## src/sv/bmte_pkg.sv

```systemverilog
`timescale 1ns / 1ps
// ---------------------------------------------------------------------------
// Block matrix text encrypt: shared package
// Dimension, derived widths, request codes and the command record that
// travels from the front end to the multiply engine.
// ---------------------------------------------------------------------------
package bmte_pkg;

    // Matrix dimension (2 to 8)
    localparam int DIM       = 5;
    localparam int KEY_CELLS = DIM * DIM;

    // Derived widths
    localparam int KIDX_W = $clog2(KEY_CELLS);
    localparam int VIDX_W = $clog2(DIM);
    localparam int CNT_W  = $clog2(DIM + 1);
    localparam int ACC_W  = 20;

    // Value used for empty slots of a partial vector
    localparam logic [7:0] PAD_VALUE = 8'd5;

    // Command queue depth
    localparam int QDEPTH = 2;
    localparam int QPTR_W = $clog2(QDEPTH);
    localparam int QCNT_W = $clog2(QDEPTH + 1);

    // Input request codes
    typedef enum logic [1:0] {
        MODE_KEY  = 2'd0,
        MODE_BYTE = 2'd1,
        MODE_END  = 2'd2
    } mode_t;

    // Commands for the multiply engine
    typedef enum logic [1:0] {
        OP_KEY   = 2'd0,
        OP_BYTE  = 2'd1,
        OP_FLUSH = 2'd2
    } op_kind_t;

    typedef struct packed {
        op_kind_t                 kind;
        logic [KIDX_W-1:0]        kidx;
        logic signed [8:0]        kval;
        logic [7:0]               char_val;
        logic [VIDX_W-1:0]        slot;
        logic [CNT_W-1:0]         len;
    } op_t;

endpackage

```

## src/sv/bmte_front.sv

```systemverilog
`timescale 1ns / 1ps
// ---------------------------------------------------------------------------
// Block matrix text encrypt: front end
// Accepts requests, tracks the vector fill count and turns each request
// into a command for the engine; requests with no effect are dropped.
// ---------------------------------------------------------------------------
module bmte_front
    import bmte_pkg::*;
(
    input  logic              clk,
    input  logic              rst_n,
    input  logic              in_valid,
    output logic              in_stall,
    input  logic [1:0]        mode,
    input  logic [5:0]        key_index,
    input  logic signed [8:0] key_value,
    input  logic [7:0]        char_code,
    output logic              push,
    output op_t               push_op,
    input  logic              push_ready
);

    logic [CNT_W-1:0] fill_reg;
    logic [CNT_W-1:0] fill_next;
    logic             accept;
    logic             push_ok;

    assign in_stall = !push_ready;
    assign accept   = in_valid && push_ready;
    assign push     = accept && push_ok;

    // Classify the request
    always_comb
    begin
        push_op.kind     = OP_KEY;
        push_op.kidx     = key_index[KIDX_W-1:0];
        push_op.kval     = key_value;
        push_op.char_val = char_code;
        push_op.slot     = fill_reg[VIDX_W-1:0];
        push_op.len      = fill_reg;
        push_ok          = 1'b0;
        fill_next        = fill_reg;
        case (mode)
            MODE_KEY:
            begin
                push_op.kind = OP_KEY;
                // writes beyond the matrix are ignored
                push_ok      = ({1'b0, key_index} < 7'(KEY_CELLS));
            end
            MODE_BYTE:
            begin
                push_op.kind = OP_BYTE;
                push_ok      = 1'b1;
                if (fill_reg == CNT_W'(DIM - 1))
                    fill_next = '0;
                else
                    fill_next = fill_reg + CNT_W'(1);
            end
            MODE_END:
            begin
                push_op.kind = OP_FLUSH;
                // nothing pending: nothing to emit
                push_ok      = (fill_reg != '0);
                fill_next    = '0;
            end
            default:
            begin
                push_ok = 1'b0;
            end
        endcase
    end

    // Fill count
    always_ff @(posedge clk or negedge rst_n)
    begin
        if (!rst_n)
            fill_reg <= '0;
        else if (accept)
            fill_reg <= fill_next;
    end

endmodule

```

## src/sv/bmte_queue.sv

```systemverilog
`timescale 1ns / 1ps
// ---------------------------------------------------------------------------
// Block matrix text encrypt: command queue
// Short FIFO between the front end and the multiply engine.
// ---------------------------------------------------------------------------
module bmte_queue
    import bmte_pkg::*;
(
    input  logic clk,
    input  logic rst_n,
    input  logic push,
    input  op_t  push_op,
    output logic push_ready,
    output logic pop_valid,
    output op_t  pop_op,
    input  logic pop
);

    op_t               mem_reg [QDEPTH];
    logic [QPTR_W-1:0] wr_ptr_reg;
    logic [QPTR_W-1:0] rd_ptr_reg;
    logic [QCNT_W-1:0] count_reg;
    logic              do_push;
    logic              do_pop;

    assign push_ready = (count_reg != QCNT_W'(QDEPTH));
    assign pop_valid  = (count_reg != '0);
    assign pop_op     = mem_reg[rd_ptr_reg];
    assign do_push    = push && push_ready;
    assign do_pop     = pop && pop_valid;

    // Entry storage
    always_ff @(posedge clk)
    begin
        if (do_push)
            mem_reg[wr_ptr_reg] <= push_op;
    end

    // Pointers and occupancy
    always_ff @(posedge clk or negedge rst_n)
    begin
        if (!rst_n)
        begin
            wr_ptr_reg <= '0;
            rd_ptr_reg <= '0;
            count_reg  <= '0;
        end
        else
        begin
            if (do_push)
                wr_ptr_reg <= (wr_ptr_reg == QPTR_W'(QDEPTH - 1)) ? '0
                                                                  : wr_ptr_reg + QPTR_W'(1);
            if (do_pop)
                rd_ptr_reg <= (rd_ptr_reg == QPTR_W'(QDEPTH - 1)) ? '0
                                                                  : rd_ptr_reg + QPTR_W'(1);
            case ({do_push, do_pop})
                2'b10:   count_reg <= count_reg + QCNT_W'(1);
                2'b01:   count_reg <= count_reg - QCNT_W'(1);
                default: count_reg <= count_reg;
            endcase
        end
    end

endmodule

```

## src/sv/bmte_back.sv

```systemverilog
`timescale 1ns / 1ps
// ---------------------------------------------------------------------------
// Block matrix text encrypt: multiply engine
// Holds the key matrix and the byte vector, and runs one multiply-accumulate
// per cycle over each key row while the output is free, with an output register.
// ---------------------------------------------------------------------------
module bmte_back
    import bmte_pkg::*;
(
    input  logic              clk,
    input  logic              rst_n,
    input  logic              q_valid,
    input  op_t               q_op,
    output logic              q_pop,
    output logic              out_valid,
    input  logic              out_stall,
    output logic signed [19:0] cipher_value,
    output logic [2:0]        row_number,
    output logic              last_of_block
);

    typedef enum logic [1:0] {
        ST_IDLE,
        ST_CALC,
        ST_WAIT
    } state_t;

    state_t                   state_reg;
    logic signed [8:0]        key_mem [KEY_CELLS];
    logic [7:0]               vec_mem [DIM];
    logic [7:0]               calc_vec [DIM];
    logic [CNT_W-1:0]         len_reg;
    logic [VIDX_W-1:0]        row_reg;
    logic [VIDX_W-1:0]        col_reg;
    logic [KIDX_W-1:0]        kaddr_reg;
    logic signed [ACC_W-1:0]  acc_reg;
    logic                     out_valid_reg;
    logic signed [ACC_W-1:0]  cipher_reg;
    logic [2:0]               row_out_reg;
    logic                     last_reg;

    logic                     out_free;
    logic                     emit;
    logic signed [8:0]        key_q;
    logic [7:0]               vec_q;
    logic signed [17:0]       prod;
    logic signed [ACC_W-1:0]  sum;
    logic                     last_col;
    logic                     last_row;
    logic                     start;
    logic                     q_last_slot;

    assign out_valid     = out_valid_reg;
    assign cipher_value  = cipher_reg;
    assign row_number    = row_out_reg;
    assign last_of_block = last_reg;

    assign out_free    = !out_valid_reg || !out_stall;
    assign last_col    = (col_reg == VIDX_W'(DIM - 1));
    assign last_row    = (row_reg == VIDX_W'(DIM - 1));
    assign q_last_slot = (q_op.slot == VIDX_W'(DIM - 1));

    // A row total enters the output register this cycle
    assign emit = out_free &&
                  (((state_reg == ST_CALC) && last_col) || (state_reg == ST_WAIT));

    // Multiply-accumulate datapath; slots past the fill length read as pad
    assign key_q = key_mem[kaddr_reg];
    assign vec_q = (CNT_W'(col_reg) < len_reg) ? calc_vec[col_reg] : PAD_VALUE;
    assign prod  = key_q * $signed({1'b0, vec_q});
    assign sum   = acc_reg + ACC_W'(prod);

    // Command pop: anything when idle, non-completing bytes while busy
    always_comb
    begin
        case (state_reg)
            ST_IDLE: q_pop = q_valid;
            ST_CALC,
            ST_WAIT: q_pop = q_valid && (q_op.kind == OP_BYTE) && !q_last_slot;
            default: q_pop = 1'b0;
        endcase
    end

    assign start = q_pop && (state_reg == ST_IDLE) &&
                   ((q_op.kind == OP_FLUSH) || ((q_op.kind == OP_BYTE) && q_last_slot));

    // Key matrix, collecting vector and working vector snapshot
    always_ff @(posedge clk)
    begin
        if (q_pop && (q_op.kind == OP_KEY))
            key_mem[q_op.kidx] <= q_op.kval;
        if (q_pop && (q_op.kind == OP_BYTE))
            vec_mem[q_op.slot] <= q_op.char_val;
        if (start)
        begin
            for (int i = 0; i < DIM; i++)
            begin
                if ((q_op.kind == OP_BYTE) && (q_op.slot == VIDX_W'(i)))
                    calc_vec[i] <= q_op.char_val;
                else
                    calc_vec[i] <= vec_mem[i];
            end
        end
    end

    // Sequencer and output register
    always_ff @(posedge clk or negedge rst_n)
    begin
        if (!rst_n)
        begin
            state_reg     <= ST_IDLE;
            len_reg       <= '0;
            row_reg       <= '0;
            col_reg       <= '0;
            kaddr_reg     <= '0;
            acc_reg       <= '0;
            out_valid_reg <= 1'b0;
            cipher_reg    <= '0;
            row_out_reg   <= '0;
            last_reg      <= 1'b0;
        end
        else
        begin
            if (out_valid_reg && !out_stall && !emit)
                out_valid_reg <= 1'b0;
            case (state_reg)
                ST_IDLE:
                begin
                    if (start)
                    begin
                        len_reg   <= (q_op.kind == OP_FLUSH) ? q_op.len : CNT_W'(DIM);
                        row_reg   <= '0;
                        col_reg   <= '0;
                        kaddr_reg <= '0;
                        acc_reg   <= '0;
                        state_reg <= ST_CALC;
                    end
                end
                ST_CALC:
                begin
                    kaddr_reg <= kaddr_reg + KIDX_W'(1);
                    if (!last_col)
                    begin
                        col_reg <= col_reg + VIDX_W'(1);
                        acc_reg <= sum;
                    end
                    else
                    begin
                        col_reg <= '0;
                        if (out_free)
                        begin
                            out_valid_reg <= 1'b1;
                            cipher_reg    <= sum;
                            row_out_reg   <= 3'(row_reg);
                            last_reg      <= last_row;
                            acc_reg       <= '0;
                            if (last_row)
                                state_reg <= ST_IDLE;
                            else
                                row_reg <= row_reg + VIDX_W'(1);
                        end
                        else
                        begin
                            // receiver busy: park the row total
                            acc_reg   <= sum;
                            state_reg <= ST_WAIT;
                        end
                    end
                end
                ST_WAIT:
                begin
                    if (out_free)
                    begin
                        out_valid_reg <= 1'b1;
                        cipher_reg    <= acc_reg;
                        row_out_reg   <= 3'(row_reg);
                        last_reg      <= last_row;
                        acc_reg       <= '0;
                        if (last_row)
                            state_reg <= ST_IDLE;
                        else
                        begin
                            row_reg   <= row_reg + VIDX_W'(1);
                            state_reg <= ST_CALC;
                        end
                    end
                end
                default:
                begin
                    state_reg <= ST_IDLE;
                end
            endcase
        end
    end

endmodule

```

## src/sv/block_matrix_text_encrypt_top.sv

```systemverilog
`timescale 1ns / 1ps
// ---------------------------------------------------------------------------
// Block matrix text encrypt: top level
// Multiplies byte vectors by a signed key matrix with no modulus.
// ---------------------------------------------------------------------------
// Use: the input channel (in_valid / in_stall) carries one request per
// accept: a key entry write (mode 0), a message byte (mode 1) or an end
// of message (mode 2). Load the whole key before the first byte. Every
// DIM bytes, or an end of message with bytes pending (empty slots padded
// with 5), give DIM results on the output channel (out_valid /
// out_stall), one per key row in order, the last flagged.
// A single multiply-accumulate unit works through the key rows in turn.
// Bytes and requests are taken into a two-entry queue while the engine
// works, so the next vector can be collected before the last one is done;
// in_stall rises when that queue is full.
// When out_stall is high the finished row waits in the output register
// and the engine holds the next row total until it can be handed over.
// Reset clears the fill count, queue and sequencer; the key must be
// written again after reset.
// ---------------------------------------------------------------------------
module block_matrix_text_encrypt_top
    import bmte_pkg::*;
(
    input  logic               clk,
    input  logic               rst_n,
    input  logic               in_valid,
    output logic               in_stall,
    input  logic [1:0]         mode,
    input  logic [5:0]         key_index,
    input  logic signed [8:0]  key_value,
    input  logic [7:0]         char_code,
    output logic               out_valid,
    input  logic               out_stall,
    output logic signed [19:0] cipher_value,
    output logic [2:0]         row_number,
    output logic               last_of_block
);

    logic push;
    op_t  push_op;
    logic push_ready;
    logic q_valid;
    op_t  q_op;
    logic q_pop;

    // Request classification and fill tracking
    bmte_front u_front (
        .clk        (clk),
        .rst_n      (rst_n),
        .in_valid   (in_valid),
        .in_stall   (in_stall),
        .mode       (mode),
        .key_index  (key_index),
        .key_value  (key_value),
        .char_code  (char_code),
        .push       (push),
        .push_op    (push_op),
        .push_ready (push_ready)
    );

    // Command queue
    bmte_queue u_queue (
        .clk        (clk),
        .rst_n      (rst_n),
        .push       (push),
        .push_op    (push_op),
        .push_ready (push_ready),
        .pop_valid  (q_valid),
        .pop_op     (q_op),
        .pop        (q_pop)
    );

    // Multiply engine
    bmte_back u_back (
        .clk           (clk),
        .rst_n         (rst_n),
        .q_valid       (q_valid),
        .q_op          (q_op),
        .q_pop         (q_pop),
        .out_valid     (out_valid),
        .out_stall     (out_stall),
        .cipher_value  (cipher_value),
        .row_number    (row_number),
        .last_of_block (last_of_block)
    );

`ifndef SYNTHESIS
    localparam int CIPHER_BOUND = DIM * 256 * 255;

    // Last flag marks exactly the final key row
    a_last_row: assert property (@(posedge clk) disable iff (!rst_n)
        out_valid |-> (last_of_block == (row_number == 3'(DIM - 1))))
        else $error("last_of_block does not match row_number");

    // Row number stays within the matrix
    a_row_range: assert property (@(posedge clk) disable iff (!rst_n)
        out_valid |-> (row_number <= 3'(DIM - 1)))
        else $error("row_number beyond matrix dimension");

    // Dot product cannot exceed the bound of DIM byte-by-key products
    a_value_range: assert property (@(posedge clk) disable iff (!rst_n)
        out_valid |-> ((cipher_value <= CIPHER_BOUND) && (cipher_value >= -CIPHER_BOUND)))
        else $error("cipher_value outside the reachable range");
`endif

endmodule

```

## config.mk

```make
export PLATFORM = sky130hd
export DESIGN_NAME = block_matrix_text_encrypt_top
export DESIGN_NICKNAME = d
export VERILOG_FILES = /design/src/sv/bmte_pkg.sv /design/src/sv/bmte_front.sv /design/src/sv/bmte_queue.sv /design/src/sv/bmte_back.sv /design/src/sv/block_matrix_text_encrypt_top.sv
export SDC_FILE = /design/constraint.sdc
export NUM_CORES = 1
export LEC_CHECK = 0
export BUFFER_PORTS_ARGS = -buffer_cell sky130_fd_sc_hd__buf_2
export CORE_UTILIZATION = 40
export CTS_CLUSTER_DIAMETER = 40
export DETAILED_ROUTE_END_ITERATION = 8
export SLEW_MARGIN = 25
export SYNTH_ARGS = -nofsm -noshare
export SYNTH_HDL_FRONTEND = slang
export SYNTH_SLANG_ARGS = --single-unit
```

## constraint.sdc

```tcl
create_clock -name clk -period 8.9 [get_ports clk]
set_clock_uncertainty 0.15 [all_clocks]
set_input_delay 1.78 -clock clk [delete_from_list [all_inputs] [get_ports clk]]
set_output_delay 1.78 -clock clk [all_outputs]
set_load 0.05 [all_outputs]
```

==> results.cfg <==
[clock_network]
clockBufferDepth = 3
cts_root_buf = clkbuf_16
cts_tree = built
cts_buffers = 54
clk_latency_ns = 0.62
postCtsHoldBufs = 0
ctsHtreeMaxLevel = 2
post-cts-setup-buffers = 0
cts_resized = 0
clock-sinks = 427
clk_pin_slew_ns = 0.05

[placed_design]
globalplace.congestion = 0.846
port_buffers = 54
hpwl_mm = 28.5

[yosys]
synth_common_cells = 359 x edfxtp_1, 159 x inv_1, 127 x nand2_1
netlist_instances = 1453
ys_top_cells_by_area = edfxtp_1 52%, dfrtp_1 8.2%, mux4_2 7.7%
synth_most_common_cell = edfxtp_1
synth-edff-count = 359
synth_area_per_cell_um2 = 14.3
synth_top_cell_by_area = edfxtp_1
synth.distinct_cells = 62
yosys_register_bits = 427
synthesis.nets = 1624
synth_flop_cell = edfxtp_1
ys_seq_area_share_pct = 59.9
synthArstFlopShare_pct = 15.9
syn_area_um2 = 20800
synth_warnings = 0
synth_top_area_share_pct = 51.8

[die]
start_util_pct = 40.5
dieHeight_um = 230
io_pins = 55
rows = 83
die-area_um2 = 53000
die_width_um = 230
core-area_um2 = 51400

[worst_setup_path]
ff2ff_path_depth = 20
regToRegEndpoint = u_back.cipher_value[15]$_DFFE_PN0P_
cp_max_fo = 36
end_kind = flop
critPathKind = flop to flop
required_ns = 9.17
arrival_ns = 7.86
rrSetupSlack_ns = 1.31
start_kind = flop
r2r-start = u_back.kaddr_reg[2]$_DFFE_PN0P_

[hold_path]
min_to = u_back.cipher_value[2]$_DFFE_PN0P_
hp-class = flop to flop
worstHoldStart = u_back.cipher_value[2]$_DFFE_PN0P_
worstHoldPathCells = 2

[drt]
via_per_inst = 5.14
routedWlPerCell_um = 18.6
drt-total-wl_mm = 41.9
drtIter0Drc = 933
vias = 11564
drt-pass1-iter-count = 6
ant_nets = 0
drc = 0

[timing]
report.final.hold_viol_count = 0
worst_pin_slew_ns = 1.06
setup_tns_ns = 0
rsz0062_at_grt = false
max_freq_mhz = 132
period_minus_slack_ns = 7.59
period_share_pct = 85.3
relSlewSlack_pct = 29.0
slew_violations = 0
finalSetupViolCount = 0

[global_route]
grt_usage_pct = 16.3
grt_pass1_wl_mm = 67.2
overflow = 0
grt_antenna_before_repair = 1
grt_pass1_vias = 11995
grt_max_degree = 57

[cells_and_area]
largest_reg_flops = 225
area_delta_synth_final_pct = 13.9
drive_gt1_share_pct = 17.3
fillers = 4520
nets = 1696
num_antenna_cells = 0

[job]
maxCapViolations = 0

[status]
status = finished, final reports clean
-- per-stage QoR --
step	worst slack (ns)	cells	hold WS [ns]	instance area [um2]	util, %
floorplan	2.34	1453	0.300	20800	-
global placement	1.46	2149	0.308	21900	42.5
detailed placement	1.32	2149	0.317	21900	42.5
CTS	1.32	2251	0.329	23700	46.1
global route	0.823	2251	0.347	23700	46.2
finish	1.31	2251	0.318	23700	46.2
-- cells by family (layout without fill, tap and decap cells) --
group | Yosys count | count (layout) | share of synthesized area, %
flip-flops | 427 | 427 | 59.9
AND/OR/NAND/NOR | 309 | 309 | 6.57
buffers and inverters | 218 | 336 | 4.10
AO/OA/AOI/OAI | 203 | 203 | 6.25
adder cells (fa/ha/maj) | 142 | 142 | 11.3
multiplexers | 130 | 130 | 10.8
XOR/XNOR | 24 | 24 | 1.01
-- routing by layer --
layer / vias up / wire length (um) / track usage [%]
li1: 5406 / - / -
met5: - / 0 / 0
met3: 66 / 2160 / 2.83
met1: 5792 / 19800 / 23.4
met4: 0 / 938 / 4.99
met2: 300 / 19000 / 25.4
-- worst max-delay path by stage --
stage                                    start                                  end  slack [ns]
6_report       u_back.kaddr_reg[2]$_DFFE_PN0P_  u_back.cipher_value[15]$_DFFE_PN0P_        1.31
5_1_grt          u_back.col_reg[0]$_DFFE_PN0P_  u_back.cipher_value[15]$_DFFE_PN0P_        0.82
4_1_cts        u_back.kaddr_reg[2]$_DFFE_PN0P_  u_back.cipher_value[15]$_DFFE_PN0P_        1.32
3_5_place_dp   u_back.kaddr_reg[2]$_DFFE_PN0P_  u_back.cipher_value[15]$_DFFE_PN0P_        1.32
3_3_place_gp   u_back.kaddr_reg[0]$_DFFE_PN0P_  u_back.cipher_value[17]$_DFFE_PN0P_        1.46
2_1_floorplan  u_back.kaddr_reg[0]$_DFFE_PN0P_  u_back.cipher_value[15]$_DFFE_PN0P_        2.34
-- worst max-delay path: stages (launching register included) --
cell	delay (ns)
dfrtp_2	0.98
mux4_2	0.44
mux4_2	0.52
mux2_2	0.37
nand2_1	0.19
fa_1	0.56
fa_1	0.54
inv_1	0.05
fa_1	0.49
fa_1	0.49
inv_1	0.05
fa_1	0.47
inv_1	0.04
ha_1	0.37
a21oi_1	0.19
o21ai_0	0.13
a211o_1	0.29
o21ai_0	0.47
o21ai_0	0.27
mux2i_1	0.19
o311ai_0	0.15
-- cells in the final DEF, fill, tap and decap left out, types with 16 or more instances in the layout --
cell / count
a21oi_1: 49
buf_2: 53
buf_4: 16
clkbuf_16: 54
dfrtp_1: 65
edfxtp_1: 359
fa_1: 78
ha_1: 64
inv_1: 159
mux2_2: 19
mux2i_1: 35
mux4_2: 71
nand2_1: 127
nand3_1: 26
nor2_1: 82
o21a_1: 35
o21ai_0: 54
xnor2_1: 18
-- layout make-up --
cell class	instances	area, um2	area share (%)
sequential	427	12500	52.6
multi-input combinational	808	7510	31.7
clock buffer	66	1400	5.88
tap	680	851	3.59
inverter	164	616	2.59
clock inverter	36	460	1.94
timing repair buffer	70	405	1.71
Power is left out: the tool's default activity adds up to more than one toggle a clock period on the data nets, which glitch-free logic cannot reach.
